[config.mk]
export PLATFORM = sky130hd
export DESIGN_NAME = rgb_period_colour_classifier
export DESIGN_NICKNAME = d
export VERILOG_FILES = /design/src/rtl/rpcc_pkg.sv /design/src/rtl/rpcc_div.sv /design/src/rtl/rpcc_front.sv /design/src/rtl/rpcc_back.sv /design/src/rtl/rgb_period_colour_classifier.sv
export SDC_FILE = /design/constraint.sdc
export NUM_CORES = 1
export LEC_CHECK = 0
export BUFFER_PORTS_ARGS = -buffer_cell sky130_fd_sc_hd__buf_2
export CAP_MARGIN = 25
export CORE_ASPECT_RATIO = 0.7
export CORE_MARGIN = 2
export CORE_UTILIZATION = 35
export DETAILED_ROUTE_END_ITERATION = 10
export PLACE_DENSITY = 0.52
export SKIP_CTS_REPAIR_TIMING = 1
export SLEW_MARGIN = 20
export SYNTH_ARGS = -nofsm -noshare
export SYNTH_HDL_FRONTEND = slang
export SYNTH_SLANG_ARGS = --single-unit
[constraint.sdc]
create_clock -name clock -period 9.3 [get_ports clock]
set_input_delay 0.93 -clock clock [delete_from_list [all_inputs] [get_ports clock]]
set_output_delay 0.93 -clock clock [all_outputs]
set_load 0.02 [all_outputs]
[src/rtl/rpcc_pkg.sv]
// Shared types and constants for the colour classifier.
`default_nettype none
package rpcc_pkg;
   localparam int unsigned COUNT_WIDTH_DEF = 16;
   localparam int unsigned THR_WIDTH = 16;
   localparam int unsigned CLASS_WIDTH = 3;
   localparam int unsigned CSR_IDX_WIDTH = 2;
   localparam int unsigned LOW_LIMIT = 300;
   localparam int unsigned LOW_SUBST = 315;

   typedef enum logic [CSR_IDX_WIDTH-1:0] {
      CSR_RED = 2'd0, CSR_GREEN = 2'd1, CSR_BLUE = 2'd2, CSR_NONE = 2'd3
   } csr_idx_type;

   typedef enum logic [CLASS_WIDTH-1:0] {
      CLS_RED = 3'd0, CLS_GREEN = 3'd1, CLS_BLUE = 3'd2, CLS_YELLOW = 3'd3,
      CLS_BROWN = 3'd4
   } class_type;

   // front -> back handshake status
   typedef struct packed {
      logic valid;
      logic ready;
   } hs_type;
endpackage
`default_nettype wire

[src/rtl/rpcc_div.sv]
// Restoring divider, one quotient bit per cycle.
`default_nettype none
module rpcc_div #(
   parameter int unsigned NW = 40,
   parameter int unsigned DW = 34
) (
   input  wire logic          clock,
   input  wire logic          reset,
   input  wire logic          start,
   input  wire logic [NW-1:0] num,
   input  wire logic [DW-1:0] den,
   output logic               done,
   output logic [NW-1:0]      quo
);
   localparam int unsigned CW = $clog2(NW + 1);
   logic [NW-1:0] q_ff, q_in;
   logic [DW:0]   r_ff, r_in;
   logic [DW-1:0] d_ff, d_in;
   logic [CW-1:0] n_ff, n_in;
   logic          busy_ff, busy_in, done_ff, done_in;
   logic [DW:0]   trial;

   always_comb begin
      q_in = q_ff; r_in = r_ff; d_in = d_ff; n_in = n_ff;
      busy_in = busy_ff; done_in = 1'b0;
      trial = {r_ff[DW-1:0], q_ff[NW-1]};
      if (start) begin
         q_in = num; r_in = '0; d_in = den; n_in = CW'(NW); busy_in = 1'b1;
      end else if (busy_ff) begin
         q_in = {q_ff[NW-2:0], 1'b0};
         if (trial >= {1'b0, d_ff}) begin
            r_in = trial - {1'b0, d_ff};
            q_in[0] = 1'b1;
         end else begin
            r_in = trial;
         end
         n_in = n_ff - CW'(1);
         if (n_ff == CW'(1)) begin
            busy_in = 1'b0; done_in = 1'b1;
         end
      end
   end

   always_ff @(posedge clock) begin
      q_ff <= q_in; r_ff <= r_in; d_ff <= d_in; n_ff <= n_in;
      if (reset) begin
         busy_ff <= 1'b0; done_ff <= 1'b0;
      end else begin
         busy_ff <= busy_in; done_ff <= done_in;
      end
   end
   assign done = done_ff;
   assign quo = q_ff;
endmodule
`default_nettype wire

[src/rtl/rpcc_front.sv]
// Front: accepts a word, clamps counts, queues a two-deep job list.
`default_nettype none
module rpcc_front #(
   parameter int unsigned COUNT_WIDTH = rpcc_pkg::COUNT_WIDTH_DEF
) (
   input  wire logic        clock,
   input  wire logic        reset,
   input  wire logic        in_valid,
   output logic             in_ready,
   input  wire logic [63:0] in_data,
   output logic             job_valid,
   input  wire logic        job_pop,
   output logic [4*COUNT_WIDTH-1:0] job_counts
);
   import rpcc_pkg::*;
   localparam int unsigned CW = COUNT_WIDTH;
   logic [4*CW-1:0] q_ff [2];
   logic [4*CW-1:0] cl;
   logic [1:0] cnt_ff, cnt_in;
   logic wp_ff, rp_ff;
   logic push;

   always_comb begin
      for (int i = 0; i < 4; i++) begin
         logic [CW-1:0] v;
         v = CW'(in_data[16*i +: 16]);
         cl[CW*i +: CW] = (v < CW'(LOW_LIMIT)) ? CW'(LOW_SUBST) : v;
      end
   end

   assign in_ready = (cnt_ff != 2'd2);
   assign push = in_valid && in_ready;
   assign job_valid = (cnt_ff != 2'd0);
   assign job_counts = q_ff[rp_ff];
   assign cnt_in = cnt_ff + {1'b0, push} - {1'b0, job_pop && job_valid};

   always_ff @(posedge clock) begin
      if (push) q_ff[wp_ff] <= cl;
      if (reset) begin
         cnt_ff <= '0; wp_ff <= 1'b0; rp_ff <= 1'b0;
      end else begin
         cnt_ff <= cnt_in;
         if (push) wp_ff <= !wp_ff;
         if (job_pop && job_valid) rp_ff <= !rp_ff;
      end
   end
endmodule
`default_nettype wire

[src/rtl/rpcc_back.sv]
// Back: shares and clear ratios by one shared divider, then windows/tree.
`default_nettype none
module rpcc_back #(
   parameter int unsigned COUNT_WIDTH = rpcc_pkg::COUNT_WIDTH_DEF
) (
   input  wire logic        clock,
   input  wire logic        reset,
   input  wire logic        job_valid,
   output logic             job_pop,
   input  wire logic [4*COUNT_WIDTH-1:0] job_counts,
   input  wire logic [15:0] red_thr,
   input  wire logic [15:0] green_thr,
   input  wire logic [15:0] blue_thr,
   output logic             out_valid,
   input  wire logic        out_ready,
   output logic [7:0]       out_data
);
   import rpcc_pkg::*;
   localparam int unsigned CW = COUNT_WIDTH;
   localparam int unsigned NW = CW + 7;
   localparam int unsigned DW = CW + 2;
   logic [CW-1:0] ch_ff [4];
   logic [DW-1:0] sum_ff;
   logic [NW-1:0] res_ff [6];
   logic [2:0] idx_ff, idx_in;
   logic busy_ff, busy_in, issue_ff, issue_in;
   logic ov_ff, ov_in;
   logic [CLASS_WIDTH-1:0] cls_ff;
   logic rng_ff;
   logic start, done;
   logic [NW-1:0] num, quo;
   logic [DW-1:0] den;
   logic [CW-1:0] numsrc;
   logic [2:0] sel;
   logic [CLASS_WIDTH-1:0] cls;
   logic rng, pr, pg, pb;
   logic [CLASS_WIDTH-1:0] fb;
   logic finish;

   // jobs 0..2: share of r,g,b over sum; 3..5: clear over r,g,b
   always_comb begin
      sel = (idx_ff > 3'd2) ? (idx_ff - 3'd3) : idx_ff;
      numsrc = (idx_ff > 3'd2) ? ch_ff[3] : ch_ff[sel[1:0]];
      num = NW'(numsrc) * NW'(100);
      den = (idx_ff > 3'd2) ? DW'(ch_ff[sel[1:0]]) : sum_ff;
   end
   assign start = issue_ff;

   rpcc_div #(.NW(NW), .DW(DW)) u_div (
      .clock, .reset, .start, .num, .den, .done, .quo
   );

   function automatic logic win(input logic [NW-1:0] v, input int unsigned lo,
                                input int unsigned hi);
      return (v > NW'(lo)) && (v < NW'(hi));
   endfunction

   always_comb begin
      rng = 1'b1;
      priority if (win(res_ff[0],29,32) && win(res_ff[1],36,38) && win(res_ff[2],30,32))
         cls = CLS_RED;
      else if (win(res_ff[0],33,35) && win(res_ff[1],32,35) && win(res_ff[2],30,32))
         cls = CLS_GREEN;
      else if (win(res_ff[0],34,37) && win(res_ff[1],34,36) && win(res_ff[2],27,29))
         cls = CLS_BLUE;
      else if (win(res_ff[0],30,34) && win(res_ff[1],33,35) && win(res_ff[2],31,35))
         cls = CLS_YELLOW;
      else if (win(res_ff[0],31,34) && win(res_ff[1],34,36) && win(res_ff[2],29,32))
         cls = CLS_BROWN;
      else if (win(res_ff[0],27,31) && win(res_ff[1],35,41) && win(res_ff[2],30,33))
         cls = CLS_RED;
      else begin
         cls = CLS_BROWN;
         rng = 1'b0;
      end
   end
   assign pr = res_ff[3] > NW'(red_thr);
   assign pg = res_ff[4] > NW'(green_thr);
   assign pb = res_ff[5] > NW'(blue_thr);

   always_comb begin
      priority if (pr) fb = pg ? (pb ? CLS_RED : CLS_YELLOW) : CLS_RED;
      else if (pg) fb = CLS_GREEN;
      else if (pb) fb = CLS_BLUE;
      else fb = CLS_BROWN;
   end

   // idx 6: all six quotients stored, post once the output register is free
   assign finish = busy_ff && (idx_ff == 3'd6) && (!ov_ff || out_ready);
   assign job_pop = job_valid && !busy_ff;

   always_comb begin
      busy_in = busy_ff; issue_in = 1'b0; idx_in = idx_ff; ov_in = ov_ff;
      if (out_valid && out_ready) ov_in = 1'b0;
      if (job_pop) begin
         busy_in = 1'b1; idx_in = '0; issue_in = 1'b1;
      end else if (finish) begin
         ov_in = 1'b1; busy_in = 1'b0; idx_in = '0;
      end else if (done) begin
         idx_in = idx_ff + 3'd1;
         issue_in = (idx_ff != 3'd5);
      end
   end

   always_ff @(posedge clock) begin
      if (job_pop) begin
         for (int i = 0; i < 4; i++) ch_ff[i] <= job_counts[CW*i +: CW];
         sum_ff <= DW'(job_counts[0 +: CW]) + DW'(job_counts[CW +: CW])
                   + DW'(job_counts[2*CW +: CW]);
      end
      if (done) res_ff[idx_ff] <= quo;
      if (finish) begin
         cls_ff <= rng ? cls : fb;
         rng_ff <= rng;
      end
      if (reset) begin
         busy_ff <= 1'b0; issue_ff <= 1'b0; idx_ff <= '0; ov_ff <= 1'b0;
      end else begin
         busy_ff <= busy_in; issue_ff <= issue_in; idx_ff <= idx_in; ov_ff <= ov_in;
      end
   end

   assign out_valid = ov_ff;
   assign out_data = {4'b0, rng_ff, cls_ff};
endmodule
`default_nettype wire

[src/rtl/rgb_period_colour_classifier.sv]
// Top level of the RGB period colour classifier.
//
// channel  dir  tdata fields (low bit first)
// req_     in   red_count[15:0] green_count[31:16] blue_count[47:32] clear_count[63:48]
// rsp_     out  colour_class[2:0] matched_by_range[3]
// csr_     in   index 0 red, 1 green, 2 blue threshold
//
// The back takes no new word until the last one is through: one shared
// bit-serial divider does six divisions of COUNT_WIDTH+7 quotient bits in turn.
// A two-word queue lets the front keep accepting while the back computes,
// and the result register lets the next word start while rsp_ stalls.
// Reset is synchronous, active high; thresholds return to 43/46/58.
`default_nettype none
module rgb_period_colour_classifier #(
   parameter int unsigned COUNT_WIDTH = rpcc_pkg::COUNT_WIDTH_DEF
) (
   input  wire logic        clock,
   input  wire logic        reset,
   input  wire logic        req_tvalid,
   output logic             req_tready,
   input  wire logic [63:0] req_tdata,   // red, green, blue, clear counts
   output logic             rsp_tvalid,
   input  wire logic        rsp_tready,
   output logic [7:0]       rsp_tdata,   // colour_class, matched_by_range
   input  wire logic        csr_we,
   input  wire logic [rpcc_pkg::CSR_IDX_WIDTH-1:0] csr_index,
   input  wire logic [15:0] csr_wdata
);
   import rpcc_pkg::*;
   logic [15:0] red_ff, green_ff, blue_ff;
   logic job_valid, job_pop;
   logic [4*COUNT_WIDTH-1:0] job_counts;

   always_ff @(posedge clock) begin
      if (reset) begin
         red_ff <= 16'd43; green_ff <= 16'd46; blue_ff <= 16'd58;
      end else if (csr_we) begin
         unique case (csr_idx_type'(csr_index))
            CSR_RED:   red_ff <= csr_wdata;
            CSR_GREEN: green_ff <= csr_wdata;
            CSR_BLUE:  blue_ff <= csr_wdata;
            default:   ;
         endcase
      end
   end

   rpcc_front #(.COUNT_WIDTH(COUNT_WIDTH)) u_front (
      .clock, .reset, .in_valid(req_tvalid), .in_ready(req_tready),
      .in_data(req_tdata), .job_valid, .job_pop, .job_counts
   );

   rpcc_back #(.COUNT_WIDTH(COUNT_WIDTH)) u_back (
      .clock, .reset, .job_valid, .job_pop, .job_counts,
      .red_thr(red_ff), .green_thr(green_ff), .blue_thr(blue_ff),
      .out_valid(rsp_tvalid), .out_ready(rsp_tready), .out_data(rsp_tdata)
   );

   a_cls_range: assert property (@(posedge clock) disable iff (reset)
      rsp_tvalid |-> rsp_tdata[2:0] <= 3'd4) else $error("bad class");
   a_pad: assert property (@(posedge clock) disable iff (reset)
      rsp_tvalid |-> rsp_tdata[7:4] == 4'd0) else $error("pad bits set");
   a_pop: assert property (@(posedge clock) disable iff (reset)
      job_pop |-> job_valid) else $error("pop of empty queue");
   a_hold: assert property (@(posedge clock) disable iff (reset)
      rsp_tvalid && !rsp_tready |=> rsp_tvalid && $stable(rsp_tdata))
      else $error("stalled word changed");
endmodule
`default_nettype wire
==> run summary, run 1 <==
Synthesized area - 23,100 µm²
Clock-pin slew on the worst setup and hold paths - 0.06 ns
CTS Buffer Depth - 3
Max cap viols - 0
Clk pwr share - 0.223
Final Skew - 0.0584 ns
Top post-synthesis cells by area - edfxtp_1 (51%), ha_1 (8.6%), dfxtp_1 (7.5%)
Hold path start - red_ff[11]$_SDFFE_PP0P_
Fin crit share - 0.663
Maximum VDD drop - 0.250 mV
Nets - 2,163
Maximum clock rate - 0.162 GHz
Routed met1 length - 28,000 µm
Crit path arrival time - 6.48 ns
Post-DRT Antenna Nets - 0
Setup TNS - 0 ns
Avg WL per Cell - 18.8 µm
CP delay by family, top - compound AO/OA/AOI/OAI gates
Min cycle time layout - 6.17 ns
Largest net degree at the start of global routing - 65
Actual slew at the worst max-slew pin - 1.03 ns
CP cell instances - ha_1 -> inv_1 -> a21oi_4 -> buf_4 -> xnor2_2 -> buf_4 -> mux4_2 -> mux2_2 -> ha_1 -> ha_1 -> ha_1 -> fa_1 -> a21o_1 -> a21oi_1 -> o211ai_1 -> a311oi_1 -> o21bai_1 -> a21oi_1 -> xnor2_1 -> mux2i_1
Reg-to-reg setup timing slack - 3.13 ns
Buf+Inv Stages, Crit Path - 3
DR iter-0 viols - 1,157
Synth top area share - 0.509
Worst Hold Class - register to register
Dpl hpwl - 38,600 µm
R2R cell count - 20
TritonCTS clock tree - yes
Num rows - 78
GRT overflow - 0
Tot GR Track Use - 0.157
Critical setup path kind - register to register
CP endpoint kind - register
Vias per inst - 4.97
Min-Delay Path Depth - 2
Worst EP required - 9.61 ns
Power Density - 346 nW/µm²
Worst Hold End - red_ff[11]$_SDFFE_PP0P_
Wire length on met2 - 21,900 µm
Post-synth top area cell - edfxtp_1
Crit-path max FO - 43
FF-to-FF Start - u_back.idx_ff[1]$_SDFFE_PP0P_
Synth Register Bits - 477
Via Count - 14,047
Post-synth top cells - edfxtp_1 (391), ha_1 (158), inv_1 (149), nand2_1 (138)
Sw Ratio - 0.364
Sequential fraction of the synthesis area - 0.583
DR WL met3 - 2370 µm
First-pass DRT Iterations - 5
Run status - finished, final reports clean
Critical path's slowest cell - dfxtp_1
Clock sink count - 477
Syn avg cell area - 12.7 µm²
Layout Cells excl Fill - 2,826
Latest clock arrival within the worst-skew pair - 0.62 ns
Placed Cells incl. Taps - 2,734
N_diodes - 0
Routability congestion estimate - 0.834
Slew headroom - 0.312
Root buffer cell - clkbuf_16
Die Span Y - 219 µm
Final setup vio count - 0
Number of flops mapped to enable cells by yosys - 391
PortBufs - 92
Cell with the most instances after synthesis - edfxtp_1
Std-Cell Core Area - 65,000 µm²
Layout cell share with drive strength beyond 1 - 0.187
Number of global-route vias before repair - 13,907
Gate power share - 0.416
Ports - 97
Leak - 9.82 nW
Critical path startpoint category - register
Worst reg2reg endpoint - u_back.u_div.quo[20]$_DFFE_PP_
DR top layer - met4
Register area - 13,500 µm²
Fillers - 6,163
Async S/R FF share, synth - 0
RSZ-0062 raised after global routing - no
Num CTS Buffers - 49
DR DRC count - 0
Reg power frac - 0.361
DRT Wirelength - 53,100 µm
Synth cell types - 74
Sw Pwr - 3.30 mW
Antenna violations before repair - 6
Final Power - 9.06 mW
Final hold vios - 0
Die area - 68,100 µm²
Int Pwr - 5.76 mW
Top_reg_cell synth - edfxtp_1
Layout Utilization - 0.403
Die Wd - 311 µm
CP max stage delay - 0.55 ns
H-tree Lvls - 2
Mapped Cells - 1,818
Ys Warns - 0
Starting Density - 0.355
Area Growth Syn to Fin - 13.6%
Multi-input logic area - 8830 µm²
Max Transition Viols Final - 0
CP dominant cell by count - ha_1
First-pass GRT wire length - 82,000 µm
flip-flops by register name, summed over array words and instances (netlist names), 18 cells and up, named ones only:
register	cells
u_back.sum_ff	18
u_front.q_ff	128
u_back.u_div.r_ff	18
u_back.res_ff	138
u_back.u_div.quo	23
u_back.ch_ff	64
u_back.u_div.d_ff	18
cells in the final DEF, fill, tap and decap left out, drive strengths merged, types with 23 or more instances in the layout:
cell type,count
a21o,27
inv,148
edfxtp,391
or2,31
clkbuf,64
xnor2,47
o21ai,53
nor2,80
a21oi,97
mux2i,23
mux2,97
dfxtp,86
ha,158
nand2,138
buf,111
nor2b,26
nor3,27
kinds of logic (layout without fill, tap and decap cells):
kind of cell / Yosys count / after routing / share of synthesized area
flip-flops: 477 / 477 / 0.583
other: 1 / 4 / 0.000162
multiplexers: 136 / 136 / 0.0729
AO/OA/AOI/OAI: 310 / 310 / 0.0901
XOR/XNOR: 62 / 62 / 0.0235
buffers and inverters: 227 / 352 / 0.0379
adder cells (fa/ha/maj): 171 / 171 / 0.0969
AND/OR/NAND/NOR: 434 / 434 / 0.0953
final cells by class:
| class | count | area share |
|---|---|---|
| sequential | 477 | 0.514 |
| multi-input combinational | 1117 | 0.337 |
| clock buffer | 64 | 0.0497 |
| tap | 880 | 0.0420 |
| timing repair buffer | 111 | 0.0231 |
| inverter | 149 | 0.0214 |
| clock inverter | 28 | 0.0136 |
worst reg2reg max path: cells and delay by family (launching register included):
| kind | cells | cell delay (ns) |
|---|---|---|
| buf+inv | 3 | 0.87 |
| compound gates | 7 | 1.60 |
| fa+ha+maj | 5 | 1.54 |
| mux | 3 | 0.99 |
| flops | 1 | 0.55 |
| xor+xnor | 2 | 0.32 |
per-stage QoR:
step	worst slack [ns]	cell area, µm²	hold WS [ns]
final	3.13	26200	0.456
after global routing	2.62	26200	0.479
after CTS	3.11	26200	0.457
after detailed placement	3.21	24600	0.449
after global placement	2.99	24500	0.444
after floorplan	3.61	23100	0.436
worst max-delay path by stage:
stage,from,to,cells past startpoint
global route,u_back.idx_ff[1]$_SDFFE_PP0P_,u_back.u_div.quo[21]$_DFFE_PP_,23
detailed placement,u_back.idx_ff[0]$_SDFFE_PP0P_,u_back.u_div.quo[21]$_DFFE_PP_,21
finish,u_back.idx_ff[1]$_SDFFE_PP0P_,u_back.u_div.quo[20]$_DFFE_PP_,20
global placement,u_back.idx_ff[0]$_SDFFE_PP0P_,u_back.u_div.quo[21]$_DFFE_PP_,21
CTS,u_back.idx_ff[0]$_SDFFE_PP0P_,u_back.u_div.quo[21]$_DFFE_PP_,21
floorplan,u_back.idx_ff[0]$_SDFFE_PP0P_,u_back.u_div.quo[20]$_DFFE_PP_,22
power groups by stage:
stage	Combinational, mW	Clock [mW]	Sequential (mW)
final	3.77	2.02	3.27
after floorplan	2.93	0	3.15
after CTS	3.78	2.08	3.28
after global placement	3.73	0	3.32
after global routing	4.24	2.17	3.32
after detailed placement	3.74	0	3.33
layer usage:
| layer | vias to the layer above | track usage |
|---|---|---|
| met5 | - | 0 |
| met4 | 0 | 0.0369 |
| met1 | 6887 | 0.242 |
| met2 | 249 | 0.229 |
| met3 | 55 | 0.0223 |
| li1 | 6856 | - |
Note: power is estimated with default switching activity, not from simulation.
==> inputs of run 2 (changes only) <==
ABC_AREA = 1   (was unset)
clock period = 6.45 ns   (was 9.3 ns; I/O delays follow)
==> run 2 against run 1 <==
  * Sequential share of layout area fell by 2.3 points
  * Hold slack got worse by 0.21 ns
  * Critical path depth rose by 5
  * Sequential cell count stayed put
  * Clock power grew 40%
  * Setup slack worse by 2.1 ns
  * Via count grew 21%
  * Critical path type unchanged
  * Critical endpoint is now u_back.u_div.quo[21]$_DFFE_PP_
==> run summary, run 2 <==
Run status - finished, final reports clean (unchanged)
Root buffer cell - clkbuf_16 (unchanged)
Min-Delay Path Depth - 1 (was 2)
Area Growth Syn to Fin - 12.5% (was 13.6%)
Post-synth top cells - nand2_1 (449), edfxtp_1 (391), inv_1 (294), nor2_1 (236), ha_1 (158) (was edfxtp_1 (391), ha_1 (158), inv_1 (149), nand2_1 (138))
Synth Area in Compound Gates - 0.0883 (was 0.0901)
Avg WL per Cell - 17.7 µm (was 18.8 µm)
Synth Register Bits - 477 (unchanged)
Dpl hpwl - 45,900 µm (was 38,600 µm)
Critical setup path kind - register to register (unchanged)
Post-synth top area cell - edfxtp_1 (unchanged)
Num rows - 80 (was 78)
Layout cell share with drive strength beyond 1 - 0.125 (was 0.187)
Std-Cell Core Area - 68,600 µm² (was 65,000 µm²)
Ys Warns - 0 (unchanged)
Ports - 97 (unchanged)
Worst Hold Class - input port to register (was register to register)
Top reg by flops - u_back.res_ff (unchanged)
Die Span Y - 225 µm (was 219 µm)
Slew headroom - 0.250 (was 0.312)
GRT overflow - 0 (unchanged)
Power Density - 492 nW/µm² (was 346 nW/µm²)
Fillers - 6,702 (was 6,163)
Mapped Cells - 2,445 (was 1,818)
CP max stage delay - 0.49 ns (was 0.55 ns)
First-pass GRT wire length - 96,300 µm (was 82,000 µm)
Max FFs per register - 138 (unchanged)
Post-DRT Antenna Nets - 0 (unchanged)
Hold Worst Slack - 0.247 ns (was 0.456 ns)
Actual slew at the worst max-slew pin - 1.11 ns (was 1.03 ns)
Vias per inst - 4.90 (was 4.97)
TritonCTS clock tree - yes (unchanged)
RSZ-0062 raised after global routing - no (unchanged)
Top_reg_cell synth - edfxtp_1 (unchanged)
Synthesized area - 24,400 µm² (was 23,100 µm²)
N_diodes - 0 (unchanged)
Number of global-route vias before repair - 16,809 (was 13,907)
Post-synthesis simple-gate area fraction - 0.160 (was 0.0953)
Fin crit share - 0.847 (was 0.663)
Via Count - 17,015 (was 14,047)
Clock-pin slew on the worst setup and hold paths - 0.06 ns (about the same)
Min cycle time layout - 5.46 ns (was 6.17 ns)
Crit path arrival time - 5.82 ns (was 6.48 ns)
Place WS - 1.01 ns (was 3.21 ns)
Die area - 71,900 µm² (was 68,100 µm²)
DR DRC count - 0 (unchanged)
Maximum VDD drop - 0.247 mV (was 0.250 mV)
Die Wd - 320 µm (was 311 µm)
Setup TNS - 0 ns (unchanged)
Critical path startpoint category - register (unchanged)
Synth Area in Adders - 0.0917 (was 0.0969)
Synth cell types - 54 (was 74)
Top post-synthesis cells by area - edfxtp_1 (48%), ha_1 (8.1%), dfxtp_1 (7.1%) (was edfxtp_1 (51%), ha_1 (8.6%), dfxtp_1 (7.5%))
CTS Buffer Depth - 3 (unchanged)
Final setup vio count - 0 (unchanged)
Syn avg cell area - 9.98 µm² (was 12.7 µm²)
Worst EP required - 6.81 ns (was 9.61 ns)
Maximum clock rate - 0.183 GHz (was 0.162 GHz)
Clock sink count - 477 (unchanged)
PortBufs - 92 (unchanged)
H-tree Lvls - 2 (unchanged)
Xor and xnor area share after synthesis - 0.0179 (was 0.0235)
CP endpoint kind - register (unchanged)
Crit-path max FO - 34 (was 43)
Largest family of logic cells by synthesized area - simple AND/OR/NAND/NOR gates (was adder cells)
Cell with the most instances after synthesis - nand2_1 (was edfxtp_1)
Largest net degree at the start of global routing - 71 (was 65)
First-pass DRT Iterations - 5 (unchanged)
DRT Wirelength - 61,400 µm (was 53,100 µm)
DR iter-0 viols - 1,261 (was 1,157)
Mux share of post-synthesis cell area - 0.0290 (was 0.0729)
Antenna violations before repair - 2 (was 6)
Leak - 11.2 nW (was 9.82 nW)
Routability congestion estimate - 0.892 (was 0.834)
Sequential fraction of the synthesis area - 0.552 (was 0.583)
R2R cell count - 25 (was 20)
Async S/R FF share, synth - 0 (unchanged)
Synth top area share - 0.481 (was 0.509)
Commonest cells after routing, fill and taps aside - nand2_1 (449), edfxtp_1 (391), inv_1 (294), nor2_1 (227), ha_1 (158) (was edfxtp_1 (391), ha_1 (158), inv_1 (148), nand2_1 (138), mux2_2 (97))
Max cap viols - 0 (unchanged)
Final WS setup - 0.988 ns (was 3.13 ns)
Final hold vios - 0 (unchanged)
Number of flops mapped to enable cells by yosys - 391 (unchanged)
Tot GR Track Use - 0.174 (was 0.157)
Final Skew - 0.0372 ns (was 0.0584 ns)
Final Power - 13.5 mW (was 9.06 mW)
Latest clock arrival within the worst-skew pair - 0.61 ns (was 0.62 ns)
Largest registers - u_back.res_ff: 138 flops, u_front.q_ff: 128 flops, u_back.ch_ff: 64 flops (unchanged)
Starting Density - 0.356 (was 0.355)
Critical path's slowest cell - fa_1 (was dfxtp_1)
Commonest non-fill, non-tap cell in the layout - nand2_1 (was edfxtp_1)
Cell Area, Placed - 25,800 µm² (was 24,600 µm²)
Num CTS Buffers - 50 (was 49)
Nets - 2,785 (was 2,163)
Max Transition Viols Final - 0 (unchanged)
Design area - 27,500 µm² (was 26,200 µm²)
run 2: changes by cell type after synthesis, sizes merged, moves of 31 or more:
cell,before,now
nand2,138,457
nand3,20,114
inv,149,301
mux2,97,62
nor2,80,240
a21oi,97,134
o21ai,53,165
xnor2,47,16
run 2: where the power goes:
part / switching, mW / internal [mW]
combinational: 3.71 / 2.10
sequential: 0.537 / 4.33
clock: 1.23 / 1.60
total: 5.48 / 8.02
run 2: worst paths after layout:
path,startpoint,endpoint,slack (ns)
hold reg to reg,u_front.rp_ff$_SDFFE_PP0P_,register,0.45
hold / removal,req_tdata[29],u_front.q_ff[0][29]$_DFFE_PP_,0.25
setup / recovery,u_back.idx_ff[0]$_SDFFE_PP0P_,u_back.u_div.quo[21]$_DFFE_PP_,0.99
setup reg to reg,u_back.idx_ff[0]$_SDFFE_PP0P_,u_back.u_div.quo[21]$_DFFE_PP_,0.99
run 2: per-stage QoR:
stage,util,instances
final,0.400,3471
after global placement,0.376,3375
after CTS,0.400,3470
after detailed placement,0.377,3376
after global routing,0.400,3471
after floorplan,-,2448
run 2: cell families (layout without fill, tap and decap cells):
group	Yosys count	count (layout)
adders and majority gates	171	171
DFF	477	477
xor gates and xnor gates	50	50
AOI/OAI and AO/OA	378	378
buffers and inverters	385	506
other	1	4
muxes	63	63
and+or+nand+nor	920	920
run 2: metal layers:
layer / track usage / wire length (µm) / part of all wire / vias to the layer above
met2: 0.247 / 24300 / 0.40 / 367
met1: 0.265 / 32100 / 0.52 / 8080
met4: 0.0417 / 1220 / 0.020 / 0
li1: - / - / - / 8485
met5: 0 / 0 / 0 / -
met3: 0.0393 / 3820 / 0.062 / 83
run 2: final cells by class:
cell class	instances	area [µm²]	share of cell area
Clock buffer	56	1270	0.0464
Multi-Input combinational cell	1586	9510	0.346
Sequential cell	477	13500	0.490
Timing Repair Buffer	109	603	0.0220
Tap cell	902	1130	0.0411
Inverter	303	1140	0.0414
Clock inverter	38	338	0.0123
run 2: worst max-delay path, delay by kind of cell (launching register included):
family	cells	cell delay, ns
buffers and inverters	6	0.92
adder cells (fa/ha/maj)	5	1.71
AND/OR/NAND/NOR	7	0.85
AO/OA/AOI/OAI	7	1.32
flip-flops	1	0.42
==> inputs of run 3 (changes only) <==
PLACE_DENSITY = 0.54   (was 0.52)
clock period = 5 ns   (was 6.45 ns; I/O delays follow)
==> run 3 against run 2 <==
  * Register-to-register slack lost 0.62 ns
  * Clock power is 36% higher
  * Die area did not move
  * Critical endpoint is now u_back.u_div.quo[18]$_DFFE_PP_
  * Final cell count up 0.14%
  * Sequential share of layout area shrank 0.24 points
  * Critical path type unchanged
  * Largest power group unchanged
  * Total power increased by 31%
==> run summary, run 3 (synthesis gave the netlist of run 2 again) <==
Clk pwr share - 0.219 (was 0.210)
Final WS setup - 0.369 ns (was 0.988 ns)
Clock-pin slew on the worst setup and hold paths - 0.06 ns (about the same)
First-pass GRT wire length - 96,000 µm (was 96,300 µm)
Layout cell share with drive strength beyond 1 - 0.131 (was 0.125)
Antenna violations before repair - 3 (was 2)
Commonest cells after routing, fill and taps aside - nand2_1 (449), edfxtp_1 (391), inv_1 (294), nor2_1 (227), ha_1 (158) (unchanged)
Crit-path max FO - 33 (was 34)
Layout Utilization - 0.402 (was 0.400)
Final hold vios - 0 (unchanged)
DR iter-0 viols - 1,243 (was 1,261)
Post-DRT Antenna Nets - 0 (unchanged)
R2R cell count - 22 (was 25)
Min-Delay Path Depth - 1 (unchanged)
RSZ-0062 raised after global routing - no (unchanged)
Root buffer cell - clkbuf_16 (unchanged)
Routability congestion estimate - 0.899 (was 0.892)
Commonest non-fill, non-tap cell in the layout - nand2_1 (unchanged)
Ports - 97 (unchanged)
Place WS - 0.272 ns (was 1.01 ns)
Maximum VDD drop - 0.397 mV (was 0.247 mV)
Final Skew - 0.0256 ns (was 0.0372 ns)
Clock sink count - 477 (unchanged)
Min cycle time layout - 4.63 ns (was 5.46 ns)
Power Density - 640 nW/µm² (was 492 nW/µm²)
Tot GR Track Use - 0.173 (was 0.174)
Die Wd - 320 µm (unchanged)
Die Span Y - 225 µm (unchanged)
Slew headroom - 0.331 (was 0.250)
Max FFs per register - 138 (unchanged)
Die area - 71,900 µm² (unchanged)
Avg WL per Cell - 17.7 µm (about the same)
Starting Density - 0.356 (unchanged)
Nets - 2,791 (was 2,785)
Sw Pwr - 7.10 mW (was 5.48 mW)
Int Pwr - 10.6 mW (was 8.02 mW)
CTS Buffer Depth - 3 (unchanged)
Latest clock arrival within the worst-skew pair - 0.62 ns (was 0.61 ns)
Worst Hold Class - input port to register (unchanged)
Std-Cell Core Area - 68,600 µm² (unchanged)
Run status - finished, final reports clean (unchanged)
Max cap viols - 0 (unchanged)
Via Count - 17,099 (was 17,015)
Num rows - 80 (unchanged)
Gate power share - 0.425 (was 0.430)
Maximum clock rate - 0.216 GHz (was 0.183 GHz)
Area Growth Syn to Fin - 13.0% (was 12.5%)
Vias per inst - 4.92 (was 4.90)
Actual slew at the worst max-slew pin - 0.992 ns (was 1.11 ns)
H-tree Lvls - 2 (unchanged)
Largest registers - u_back.res_ff: 138 flops, u_front.q_ff: 128 flops, u_back.ch_ff: 64 flops (unchanged)
Critical path startpoint category - register (unchanged)
Max Transition Viols Final - 0 (unchanged)
Fin crit share - 0.926 (was 0.847)
Dpl hpwl - 46,000 µm (was 45,900 µm)
DR DRC count - 0 (unchanged)
Hold Worst Slack - 0.0947 ns (was 0.247 ns)
Final setup vio count - 0 (unchanged)
Crit path arrival time - 4.99 ns (was 5.82 ns)
Critical setup path kind - register to register (unchanged)
Final Power - 17.6 mW (was 13.5 mW)
DRT Wirelength - 61,700 µm (was 61,400 µm)
Top reg by flops - u_back.res_ff (unchanged)
PortBufs - 92 (unchanged)
Reg power frac - 0.356 (was 0.360)
TritonCTS clock tree - yes (unchanged)
Num CTS Buffers - 49 (was 50)
CP endpoint kind - register (unchanged)
Setup TNS - 0 ns (unchanged)
Number of global-route vias before repair - 16,618 (was 16,809)
GRT overflow - 0 (unchanged)
Largest net degree at the start of global routing - 66 (was 71)
First-pass DRT Iterations - 6 (was 5)
Worst EP required - 5.36 ns (was 6.81 ns)
Leak - 11.2 nW (about the same)
Sw Ratio - 0.402 (was 0.406)
==> run 3: cell count changes in the layout (fill, tap and decap cells not counted), moves of 3 or more <==
cell and change:
buf_4 +7, bufinv_16 +4, clkinv_1 -8, clkinv_2 +3, clkinvlp_4 +3, inv_6 -4
==> run 3: cell type report <==
cell class                      count  area, µm²
Fill cell                        6565      41000
Sequential cell                   477      13500
Multi-Input combinational cell   1586       9510
Clock buffer                       53       1240
Inverter                          303       1140
Tap cell                          902       1130
Timing Repair Buffer              116        648
Clock inverter                     38        459
Antenna cell                        1       2.50
==> run 3: worst paths after layout <==
check	startpoint	to	slack, ns
hold reg to reg	u_front.rp_ff$_SDFFE_PP0P_	register	0.45
setup / recovery	u_back.idx_ff[0]$_SDFFE_PP0P_	u_back.u_div.quo[18]$_DFFE_PP_	0.37
hold / removal	req_tdata[29]	u_front.q_ff[1][29]$_DFFE_PP_	0.09
setup reg to reg	u_back.idx_ff[0]$_SDFFE_PP0P_	u_back.u_div.quo[18]$_DFFE_PP_	0.37
==> run 3: worst max-delay path, cell delays in order (launching register included) <==
cell	delay, ns
dfxtp_1	0.33
inv_1	0.08
ha_1	0.28
o21ai_4	0.19
nand2_2	0.09
nand2_4	0.08
buf_6	0.24
o21ai_1	0.09
o22a_1	0.23
o21ai_1	0.24
ha_1	0.29
ha_1	0.27
inv_1	0.05
fa_1	0.49
inv_1	0.04
ha_1	0.34
a21o_1	0.19
a21oi_1	0.22
o21ai_1	0.20
a21oi_1	0.21
xor2_1	0.09
nand2_1	0.07
nand2_1	0.05
==> run 3: stage by stage <==
step           instance area (µm²)  instances
2_1_floorplan                24400       2448
3_5_place_dp                 25900       3384
5_1_grt                      27600       3475
6_report                     27600       3476
3_3_place_gp                 25900       3383
4_1_cts                      27600       3475
==> run 3: layer usage <==
layer / GRT usage / wire length (µm) / up-vias
met5: 0 / 0 / -
met4: 0.0421 / 1120 / 0
met3: 0.0363 / 4040 / 74
met2: 0.248 / 24900 / 429
met1: 0.265 / 31600 / 8105
li1: - / - / 8491
==> run 3: power groups by stage <==
| stage | sequential [mW] | clock (mW) | combinational (mW) |
|---|---|---|---|
| global route | 6.35 | 4.13 | 8.53 |
| detailed placement | 6.35 | 0 | 7.39 |
| CTS | 6.28 | 3.98 | 7.44 |
| finish | 6.28 | 3.86 | 7.51 |
| floorplan | 5.92 | 0 | 5.56 |
| global placement | 6.35 | 0 | 7.35 |
